### config.mk
export PLATFORM = sky130hd
export DESIGN_NAME = token_bucket_rate_limiter
export DESIGN_NICKNAME = d
export VERILOG_FILES = /design/src/tbrl_pkg.sv /design/src/tbrl_ctrl.sv /design/src/tbrl_datapath.sv /design/src/token_bucket_rate_limiter.sv
export SDC_FILE = /design/constraint.sdc
export NUM_CORES = 2
export LEC_CHECK = 0
export BUFFER_PORTS_ARGS = -buffer_cell sky130_fd_sc_hd__buf_4
export CAP_MARGIN = 30
export CORE_MARGIN = 4
export CORE_UTILIZATION = 69
export DETAILED_ROUTE_END_ITERATION = 16
export HOLD_SLACK_MARGIN = 0.02
export PLACE_DENSITY = 0.88
export SLEW_MARGIN = 20
export SYNTH_ARGS = -nofsm -noshare
export SYNTH_HDL_FRONTEND = slang
export SYNTH_HIERARCHICAL = 1
export SYNTH_SLANG_ARGS = --single-unit
### constraint.sdc
create_clock -name clock -period 10.23 [get_ports clock]
set_clock_uncertainty 0.1 [all_clocks]
set_input_delay 1.023 -clock clock [delete_from_list [all_inputs] [get_ports clock]]
set_output_delay 1.023 -clock clock [all_outputs]
set_load 0.01 [all_outputs]
### src/tbrl_pkg.sv
package tbrl_pkg;

   localparam int TimeWidth  = 48;
   localparam int WordWidth  = 32;
   localparam int IndexWidth = 2;
   localparam int DivSteps   = TimeWidth;
   localparam int MulSteps   = TimeWidth / 2;
   localparam int StepWidth  = $clog2(DivSteps);
   localparam int AccWidth   = WordWidth + 3;
   localparam int ReqWidth   = 80;
   localparam int RspWidth   = 40;

   localparam logic [IndexWidth-1:0] RegCapacity       = 2'd0;
   localparam logic [IndexWidth-1:0] RegRefillAmount   = 2'd1;
   localparam logic [IndexWidth-1:0] RegRefillInterval = 2'd2;

   typedef struct packed {
      logic load;
      logic div_step;
      logic mul_step;
      logic refill;
      logic finish;
   } dp_cmd_type;

   typedef struct packed {
      logic refused;
      logic run_div;
   } dp_status_type;

endpackage

### src/tbrl_ctrl.sv
module tbrl_ctrl
   import tbrl_pkg::*;
(
   input  logic          clock,
   input  logic          reset,
   input  logic          req_tvalid,
   output logic          req_tready,
   output logic          rsp_tvalid,
   input  logic          rsp_tready,
   input  dp_status_type status,
   output dp_cmd_type    cmd
);

   typedef enum logic [2:0] {
      IDLE,
      CHECK,
      DIVIDE,
      MULTIPLY,
      REFILL,
      FINISH
   } state_type;

   state_type            state_ff;
   logic [StepWidth-1:0] step_ff;
   logic                 rsp_valid_ff;
   logic                 slot_free;

   assign slot_free  = !rsp_valid_ff || rsp_tready;
   assign req_tready = (state_ff == IDLE);
   assign rsp_tvalid = rsp_valid_ff;

   always_comb begin
      cmd          = '0;
      cmd.load     = (state_ff == IDLE) && req_tvalid;
      cmd.div_step = (state_ff == DIVIDE);
      cmd.mul_step = (state_ff == MULTIPLY);
      cmd.refill   = (state_ff == REFILL);
      cmd.finish   = (state_ff == FINISH) && slot_free;
   end

   always_ff @(posedge clock) begin
      if (reset) begin
         state_ff     <= IDLE;
         step_ff      <= '0;
         rsp_valid_ff <= 1'b0;
      end else begin
         if (rsp_tready && !cmd.finish) begin
            rsp_valid_ff <= 1'b0;
         end
         case (state_ff)
            IDLE: begin
               if (req_tvalid) begin
                  state_ff <= CHECK;
               end
            end
            CHECK: begin
               step_ff <= '0;
               if (status.refused) begin
                  state_ff <= FINISH;
               end else if (status.run_div) begin
                  state_ff <= DIVIDE;
               end else begin
                  state_ff <= REFILL;
               end
            end
            DIVIDE: begin
               if (step_ff == StepWidth'(DivSteps - 1)) begin
                  step_ff  <= '0;
                  state_ff <= MULTIPLY;
               end else begin
                  step_ff <= step_ff + 1'b1;
               end
            end
            MULTIPLY: begin
               if (step_ff == StepWidth'(MulSteps - 1)) begin
                  step_ff  <= '0;
                  state_ff <= REFILL;
               end else begin
                  step_ff <= step_ff + 1'b1;
               end
            end
            REFILL: begin
               state_ff <= FINISH;
            end
            FINISH: begin
               if (slot_free) begin
                  rsp_valid_ff <= 1'b1;
                  state_ff     <= IDLE;
               end
            end
            default: begin
               state_ff <= IDLE;
            end
         endcase
      end
   end

endmodule

### src/tbrl_datapath.sv
module tbrl_datapath
   import tbrl_pkg::*;
(
   input  logic                  clock,
   input  logic                  reset,
   input  logic                  csr_we,
   input  logic [IndexWidth-1:0] csr_index,
   input  logic [WordWidth-1:0]  csr_wdata,
   input  logic [TimeWidth-1:0]  req_now_time,
   input  logic [WordWidth-1:0]  req_request_count,
   input  dp_cmd_type            cmd,
   output dp_status_type         status,
   output logic                  rsp_granted,
   output logic [WordWidth-1:0]  rsp_tokens_left
);

   logic [WordWidth-1:0] capacity_ff, capacity_in;
   logic [WordWidth-1:0] amount_ff, amount_in;
   logic [WordWidth-1:0] interval_ff, interval_in;
   logic [WordWidth-1:0] level_ff, level_in;
   logic [TimeWidth-1:0] last_ff, last_in;
   logic [TimeWidth-1:0] now_ff, now_in;
   logic [WordWidth-1:0] count_ff, count_in;
   logic [TimeWidth-1:0] dq_ff, dq_in;
   logic [WordWidth-1:0] rem_ff, rem_in;
   logic [AccWidth-1:0]  acc_ff, acc_in;
   logic                 sat_ff, sat_in;
   logic                 granted_ff, granted_in;
   logic [WordWidth-1:0] tokens_ff, tokens_in;

   logic                 disabled;
   logic                 refused;
   logic [WordWidth-1:0] room;
   logic [WordWidth:0]   trial;
   logic [AccWidth-1:0]  next_acc;

   assign disabled = (capacity_ff == '0) || (amount_ff == '0) || (interval_ff == '0);
   assign refused  = (capacity_ff < count_ff);
   assign room     = (capacity_ff > level_ff) ? (capacity_ff - level_ff) : '0;
   assign trial    = {rem_ff, dq_ff[TimeWidth-1]};
   assign next_acc = {acc_ff[AccWidth-3:0], 2'b00}
                   + (dq_ff[TimeWidth-1] ? {2'b00, amount_ff, 1'b0} : '0)
                   + (dq_ff[TimeWidth-2] ? {3'b000, amount_ff} : '0);

   assign status.refused = refused;
   assign status.run_div = !disabled && (now_ff > last_ff);

   assign rsp_granted     = granted_ff;
   assign rsp_tokens_left = tokens_ff;

   always_comb begin
      capacity_in = capacity_ff;
      amount_in   = amount_ff;
      interval_in = interval_ff;
      level_in    = level_ff;
      last_in     = last_ff;
      now_in      = now_ff;
      count_in    = count_ff;
      dq_in       = dq_ff;
      rem_in      = rem_ff;
      acc_in      = acc_ff;
      sat_in      = sat_ff;
      granted_in  = granted_ff;
      tokens_in   = tokens_ff;

      if (csr_we) begin
         case (csr_index)
            RegCapacity: begin
               capacity_in = csr_wdata;
               if (interval_ff == '0 || level_ff > csr_wdata) begin
                  level_in = csr_wdata;
               end
            end
            RegRefillAmount: begin
               amount_in = csr_wdata;
            end
            RegRefillInterval: begin
               interval_in = csr_wdata;
               if (csr_wdata == '0) begin
                  level_in = capacity_ff;
               end
            end
            default: begin
            end
         endcase
      end

      if (cmd.load) begin
         now_in   = req_now_time;
         count_in = req_request_count;
         dq_in    = req_now_time - last_ff;
         rem_in   = '0;
         acc_in   = '0;
         sat_in   = 1'b0;
      end

      if (cmd.div_step) begin
         if (trial >= {1'b0, interval_ff}) begin
            rem_in = WordWidth'(trial - {1'b0, interval_ff});
            dq_in  = {dq_ff[TimeWidth-2:0], 1'b1};
         end else begin
            rem_in = trial[WordWidth-1:0];
            dq_in  = {dq_ff[TimeWidth-2:0], 1'b0};
         end
      end

      if (cmd.mul_step) begin
         dq_in = {dq_ff[TimeWidth-3:0], 2'b00};
         if (!sat_ff) begin
            acc_in = next_acc;
            sat_in = (next_acc > {3'b000, room});
         end
      end

      if (cmd.refill && !disabled) begin
         if (now_ff < last_ff) begin
            last_in = now_ff;
         end else if (now_ff != last_ff) begin
            if (sat_ff) begin
               level_in = (level_ff < capacity_ff) ? capacity_ff : level_ff;
               last_in  = now_ff;
            end else begin
               level_in = level_ff + acc_ff[WordWidth-1:0];
               last_in  = now_ff - {{(TimeWidth-WordWidth){1'b0}}, rem_ff};
            end
         end
      end

      if (cmd.finish) begin
         tokens_in = level_ff;
         if (refused) begin
            granted_in = 1'b0;
         end else if (count_ff == '0 || (interval_ff == '0 && amount_ff != '0)) begin
            granted_in = 1'b1;
         end else if (level_ff < count_ff) begin
            granted_in = 1'b0;
         end else begin
            granted_in = 1'b1;
            level_in   = level_ff - count_ff;
            tokens_in  = level_ff - count_ff;
         end
      end
   end

   always_ff @(posedge clock) begin
      if (reset) begin
         capacity_ff <= '0;
         amount_ff   <= '0;
         interval_ff <= '0;
         level_ff    <= '0;
         last_ff     <= '0;
      end else begin
         capacity_ff <= capacity_in;
         amount_ff   <= amount_in;
         interval_ff <= interval_in;
         level_ff    <= level_in;
         last_ff     <= last_in;
      end
   end

   always_ff @(posedge clock) begin
      now_ff     <= now_in;
      count_ff   <= count_in;
      dq_ff      <= dq_in;
      rem_ff     <= rem_in;
      acc_ff     <= acc_in;
      sat_ff     <= sat_in;
      granted_ff <= granted_in;
      tokens_ff  <= tokens_in;
   end

endmodule

### src/token_bucket_rate_limiter.sv
// Channel    Direction  Ports                        Contents
// request    in         req_tvalid/tready/tdata      now_time, request_count
// response   out        rsp_tvalid/tready/tdata      granted, tokens_left
// csr        in         csr_we/csr_index/csr_wdata   capacity, refill_amount, refill_interval
//
// A request that refills passes from acceptance to a valid response through a check state,
// the restoring divider for the elapsed ticks, the two-bit serial multiplier for the added
// tokens, a refill state and a grant state. A refused request goes from the check state
// straight to the grant state, and one without a refill skips the divider and multiplier.
// One request is in work at a time; a new one is taken once the response register
// is loaded, and its grant state waits while the earlier response still waits.
// Reset is synchronous and clears the control state, the registers and the token state.
module token_bucket_rate_limiter
   import tbrl_pkg::*;
(
   input  logic                  clock,
   input  logic                  reset,
   input  logic                  req_tvalid,
   output logic                  req_tready,
   // [47:0] now_time, [79:48] request_count
   input  logic [ReqWidth-1:0]   req_tdata,
   output logic                  rsp_tvalid,
   input  logic                  rsp_tready,
   // [0] granted, [32:1] tokens_left, [39:33] zero
   output logic [RspWidth-1:0]   rsp_tdata,
   input  logic                  csr_we,
   input  logic [IndexWidth-1:0] csr_index,
   input  logic [WordWidth-1:0]  csr_wdata
);

   dp_cmd_type           cmd;
   dp_status_type        status;
   logic                 granted;
   logic [WordWidth-1:0] tokens_left;

   tbrl_ctrl u_ctrl (
      .clock      (clock),
      .reset      (reset),
      .req_tvalid (req_tvalid),
      .req_tready (req_tready),
      .rsp_tvalid (rsp_tvalid),
      .rsp_tready (rsp_tready),
      .status     (status),
      .cmd        (cmd)
   );

   tbrl_datapath u_datapath (
      .clock             (clock),
      .reset             (reset),
      .csr_we            (csr_we),
      .csr_index         (csr_index),
      .csr_wdata         (csr_wdata),
      .req_now_time      (req_tdata[TimeWidth-1:0]),
      .req_request_count (req_tdata[TimeWidth+WordWidth-1:TimeWidth]),
      .cmd               (cmd),
      .status            (status),
      .rsp_granted       (granted),
      .rsp_tokens_left   (tokens_left)
   );

   assign rsp_tdata = {{(RspWidth-WordWidth-1){1'b0}}, tokens_left, granted};

endmodule

Yosys cells after proc, flatten, opt, wreduce, memory -nomap -nowiden
Cells that the tools add are included.
W data, S select, Z words.
Word-level totals
  flip-flop bits (word level): 415
  word-level logic and storage cells: 130
  input port bits: 119
  output and inout bits: 42
Operators by class
  equal/unequal tests: 14
  reduce and logical (&&, ||, !) cells: 31
  mux-type cells: 50
  add/subtract/negate cells: 9
  magnitude comparators: 9
Operator list (count)
  $mux W32: 20
  $mux W48: 6
  $logic_not A32 Y1: 5
  $mux W35: 3
  $lt A32 B32 Y1: 3
  $sub A32 B32 Y32: 3
  $add A35 B35 Y35: 2
  $gt A32 B32 Y1: 2
  $pmux W32 S2: 1
  $gt A48 B48 Y1: 1
  $lt A48 B48 Y1: 1
  $ne A48 B48 Y1: 1
  $sub A48 B32 Y48: 1
  $sub A48 B48 Y48: 1
  $gt A35 B32 Y1: 1
  $ge A33 B32 Y1: 1
  $mux W33: 1
  $add A32 B32 Y32: 1
  $reduce_bool A32 Y1: 1
  $mux W3: 6
  $pmux W3 S6: 1
  $pmux W6 S3: 1
  $mux W6: 2
  $mux W1: 9
  other kinds (19): 39

Longest topological paths before layout
  depth after elaboration: 12
  depth in mapped cells: 25
  mapped depth without buffers: 24

By module
The synthesis kept the hierarchy.
Modules (own cells, without submodules)
  tbrl_datapath: area an instance 34022.6 µm², instances 1, cells an instance 4105
  tbrl_ctrl: area an instance 589.3 µm², instances 1, cells an instance 72
  token_bucket_rate_limiter: area an instance 63.8 µm², instances 1, cells an instance 9

Worst setup path after synthesis
OpenSTA, ideal clock, no wires.
  path kind: register -> register
  start: register u_datapath.dq_ff[47]
  end: register u_datapath.sat_ff
  buffers on the path: 1
  cell stages (with the launch flop): 24
  setup time: 0.081 ns
  data arrival time: 5.065 ns
  data required time: 10.049 ns
  path slack: 4.984 ns
  cells stage by stage: edfxtp_1 > clkbuf_1 > and2_1 > fa_1 > ha_1 > or3_1 > o211ai_1 > nor3b_1 > o41ai_1 > a311oi_1 > a221oi_1 > o21ai_0 > o21ai_0 > nand2b_1 > xor2_1 > ha_1 > nand4_1 > nor4_1 > o21ai_0 > nand3_1 > a31oi_1 > o21ai_0 > a21oi_1 > a41oi_1
Between the ends
  cells in the longest elaborated chain, start to end: 6
RTL lines
  start, declared: line tbrl_datapath.sv:24  | logic [TimeWidth-1:0] dq_ff, dq_in;
  start signal, assigned: line tbrl_datapath.sv:164  | dq_ff <= dq_in;
  $mux W33: line tbrl_datapath.sv:42  | + (dq_ff[TimeWidth-1] ? {2'b00, amount_ff, 1'b0} : '0)
  $add A35 B35 Y35: line tbrl_datapath.sv:42
  $add A35 B35 Y35: line tbrl_datapath.sv:43  | + (dq_ff[TimeWidth-2] ? {3'b000, amount_ff} : '0);
  $gt A35 B32 Y1: line tbrl_datapath.sv:111  | sat_in = (next_acc > {3'b000, room});
  $mux W1: line tbrl_datapath.sv:109  | if (!sat_ff) begin
  $mux W1: line tbrl_datapath.sv:107  | if (cmd.mul_step) begin
  via u_datapath.sat_in: line tbrl_datapath.sv:27  | logic sat_ff, sat_in;
  end signal, assigned: line tbrl_datapath.sv:167  | sat_ff <= sat_in;
  end, declared: line tbrl_datapath.sv:27
The timed path passes the listed nets, and every way through them passes these cells.
A chain may end at the register's enable or synchronous reset.

Worst setup path in the final report
  start: register u_datapath.dq_ff[46]
  end: register u_datapath.sat_ff
Between the ends
  cells in the longest elaborated chain, start to end: 5
RTL lines (line)
  $mux W32: tbrl_datapath.sv:43
  $add A35 B35 Y35: tbrl_datapath.sv:43
  $gt A35 B32 Y1: tbrl_datapath.sv:111
  $mux W1: tbrl_datapath.sv:109
  $mux W1: tbrl_datapath.sv:107
  via u_datapath.sat_in: tbrl_datapath.sv:27
The timed path passes the listed nets, and every way through them passes these cells.

==> flow_summary.json <==
{
  "routedWlPerCell_um": 22.8,
  "hpwl_mm": 85.5,
  "antenna_found_initial": 2,
  "finalCritPeriodShare_pct": 62.9,
  "overflow": 0,
  "finalHoldViolations": 0,
  "drv_cap": 0,
  "instances_no_fill": 4956,
  "clkSinkCount": 413,
  "setup_viol": 0,
  "start_util_pct": 70.3,
  "synth_sequential_area_ratio_pct": 29.4,
  "dominantRegCellSynth": "dfxtp_1",
  "async_flop_share_pct": 0,
  "cp_max_fo": 25,
  "final_core_util_pct": 76.8,
  "ctsHoldBuffers": 0,
  "die_w_um": 232,
  "fin_nets": 4795,
  "relSlewSlack_pct": 21.5,
  "fin_crit_ns": 6.44,
  "ys_ff_latch": 413,
  "yosys_warnings": 6,
  "p_leak_nw": 15.8,
  "cts_tree": "done",
  "track_usage_pct": 40.2,
  "ir_drop_uv": 151,
  "cp_common_cell": "o21ai_0",
  "status": "finished, final reports clean",
  "drive_gt1_share_pct": 8.32,
  "crit_slowest_cell": "o41ai_1",
  "via_count": 33300,
  "ys_types": 87,
  "max_freq_mhz": 155,
  "synth_enable_flop_cells": 191,
  "grt_pass1_vias": 31200,
  "pin_count": 161,
  "portBuffers": 153,
  "grt_first_pass_wirelength_mm": 172,
  "hp-class": "reg -> reg",
  "drtIter0Drc": 4138,
  "cts-resized-gates": 0,
  "via_per_inst": 6.73,
  "syn_to_final_growth_pct": 9.37,
  "worst_slew_pin_slew_ns": 1.18,
  "synth_top_area_cell": "edfxtp_1",
  "numCtsBuffers": 47,
  "critPathCaptureType": "flop",
  "ant_nets": 0,
  "synth.most_common_cell": "nand2_1",
  "cp.required_ns": 10.67,
  "clockBufferDepth": 3,
  "cp-start-kind": "flop",
  "core-area_um2": 49400,
  "clock_latency_ns": 0.62,
  "worstPathArrival_ns": 6.87,
  "power.density_nw_per_um2": 150,
  "n_antenna_cell": 0,
  "rows": 81,
  "rsz0062_at_grt": "false",
  "syn_inst": 4186,
  "yosysTopAreaCellShare_pct": 16.5,
  "totalWireLength_mm": 113,
  "path_cells": "buf_6 -> and2_1 -> fa_1 -> ha_1 -> or3_1 -> o211ai_1 -> nor3b_1 -> o41ai_1 -> a311oi_1 -> a221oi_1 -> o21ai_0 -> o21ai_0 -> nand2b_1 -> xor2_1 -> ha_1 -> nand4_1 -> nor4_1 -> o21ai_0 -> nand3_1 -> a31oi_1 -> o21ai_0 -> a21oi_1 -> a41oi_1",
  "finalSetupTns_ns": 0,
  "post_cts_buffers": 0,
  "postSynthAreaPerCell_um2": 8.28,
  "register_area_um2": 10200,
  "die_height_um": 232,
  "gpl.final_weighted_congestion": 1.02,
  "drv_slew": 0,
  "synth_common_cells": "502 x nand2_1, 428 x a21oi_1, 384 x ha_1, 269 x inv_1, 264 x nor2_1",
  "root_buffer": "clkbuf_16",
  "cp_slowest_stage_delay_ns": 0.70,
  "multiInputGateArea_um2": 22900,
  "drc": 0,
  "critPathKind": "reg -> reg",
  "grt_max_degree": 82,
  "clk_pin_slew_ns": 0.06,
  "synthTopCellsByArea": "edfxtp_1 17%, ha_1 14%, dfxtp_1 13%",
  "cts-htree-levels": 2,
  "syn_area_um2": 34700,
  "nFillCells": 3616,
  "first_pass_iters": 7,
  "fp.dieArea_um2": 53900,
  "dp_cells": 4866
}
-- placed cells by master, fill, tap and decap left out, types with 22 or more instances in the layout --
cell type | synthesis | layout
o21ai_0 | 242 | 242
o21a_1 | 74 | 74
inv_1 | 269 | 268
mux2_2 | 42 | 42
xnor2_1 | 124 | 124
nand4_1 | 67 | 67
xor2_1 | 80 | 80
edfxtp_1 | 191 | 191
and2_1 | 87 | 86
nand2b_1 | 53 | 53
o211ai_1 | 46 | 46
nand3_1 | 66 | 66
mux2i_1 | 32 | 32
and3_1 | 26 | 25
a211oi_1 | 79 | 78
or3_1 | 25 | 24
o21bai_1 | 27 | 27
a21o_1 | 140 | 139
dfxtp_1 | 222 | 221
nor2b_1 | 43 | 43
clkbuf_16 | 0 | 47
nor4_1 | 55 | 55
nor2_1 | 264 | 257
o31ai_1 | 22 | 22
nor3_1 | 62 | 61
a31oi_1 | 39 | 38
nand2_1 | 502 | 502
a221oi_1 | 25 | 25
ha_1 | 384 | 384
buf_4 | 10 | 184
a21oi_1 | 428 | 427
fa_1 | 37 | 37
-- layer usage --
metal	wire length, µm	global-route usage, %	vias up
li1	-	-	15400
met2	49200	63.1	1887
met1	43900	52.0	15600
met4	8590	24.4	2
met3	11400	6.99	445
met5	20	0	-
-- power breakdown --
group | internal, W | switching (W) | total, W
Clock | 0.000964 | 0.000737 | 0.00170
Combinational | 0.000776 | 0.00120 | 0.00198
Sequential | 0.00189 | 0.000130 | 0.00202
-- worst max-delay path, delay by kind of cell, from the launching register on --
kind / cells / cell delay [ns]
buf+inv: 1 / 0.24
fa+ha+maj: 3 / 1.00
xor+xnor: 1 / 0.17
compound gates: 11 / 2.80
simple gates: 7 / 1.51
flops: 1 / 0.53
-- sequential cells by signal, indices dropped and copies added (netlist names) --
signal,count
u_datapath/rsp_tokens_left,32
u_datapath/acc_ff,33
u_ctrl/step_ff,6
u_datapath/capacity_ff,32
u_datapath/amount_ff,32
u_datapath/level_ff,32
u_datapath/interval_ff,32
u_datapath/rsp_granted,1
u_datapath/dq_ff,48
u_ctrl/state_ff,3
u_datapath/count_ff,32
u_datapath/sat_ff,1
u_ctrl/rsp_tvalid,1
u_datapath/last_ff,48
u_datapath/rem_ff,32
u_datapath/now_ff,48
-- layout make-up --
| class | instances | area share [%] |
|---|---|---|
| multi-input combinational | 3330 | 60.4 |
| sequential | 413 | 26.8 |
| timing repair buffer | 191 | 3.93 |
| clock buffer | 57 | 3.25 |
| inverter | 272 | 2.69 |
| tap | 664 | 2.19 |
| clock inverter | 29 | 0.736 |
-- through the flow --
stage                     power (W)  hold WS, ns  instance area [µm²]  setup slack (ns)
final                       0.00570        0.372                37900              3.79
after global routing        0.00595        0.399                37900              3.36
after CTS                   0.00564        0.372                37800              3.59
after detailed placement    0.00393        0.356                36300              3.64
after global placement      0.00389        0.346                36300              3.85
after floorplan             0.00340        0.325                34700              4.98
-- worst paths after layout --
kind                                                  from                          to  slack, ns  cells past startpoint
worst max-delay path                  u_datapath/dq_ff[46]           u_datapath/sat_ff       3.79                     23
worst max register to register        u_datapath/dq_ff[46]           u_datapath/sat_ff       3.79                     23
worst min register to register  u_datapath/interval_ff[21]  u_datapath/interval_ff[21]       0.37                      2
worst min-delay path            u_datapath/interval_ff[21]  u_datapath/interval_ff[21]       0.37                      2
-- logic make-up (layout without fill, tap and decap cells) --
| group | Yosys count | count (layout) | synth area share [%] |
|---|---|---|---|
| AND/OR/NAND/NOR | 1328 | 1328 | 18.3 |
| buffers and inverters | 449 | 549 | 5.00 |
| adder cells (fa/ha/maj) | 421 | 421 | 16.0 |
| other | 1 | 7 | 0.0108 |
| AO/OA/AOI/OAI | 1296 | 1296 | 23.9 |
| multiplexers | 74 | 74 | 2.29 |
| flip-flops | 413 | 413 | 29.4 |
| XOR/XNOR | 204 | 204 | 5.15 |
Note: power is estimated with default switching activity, not from simulation.
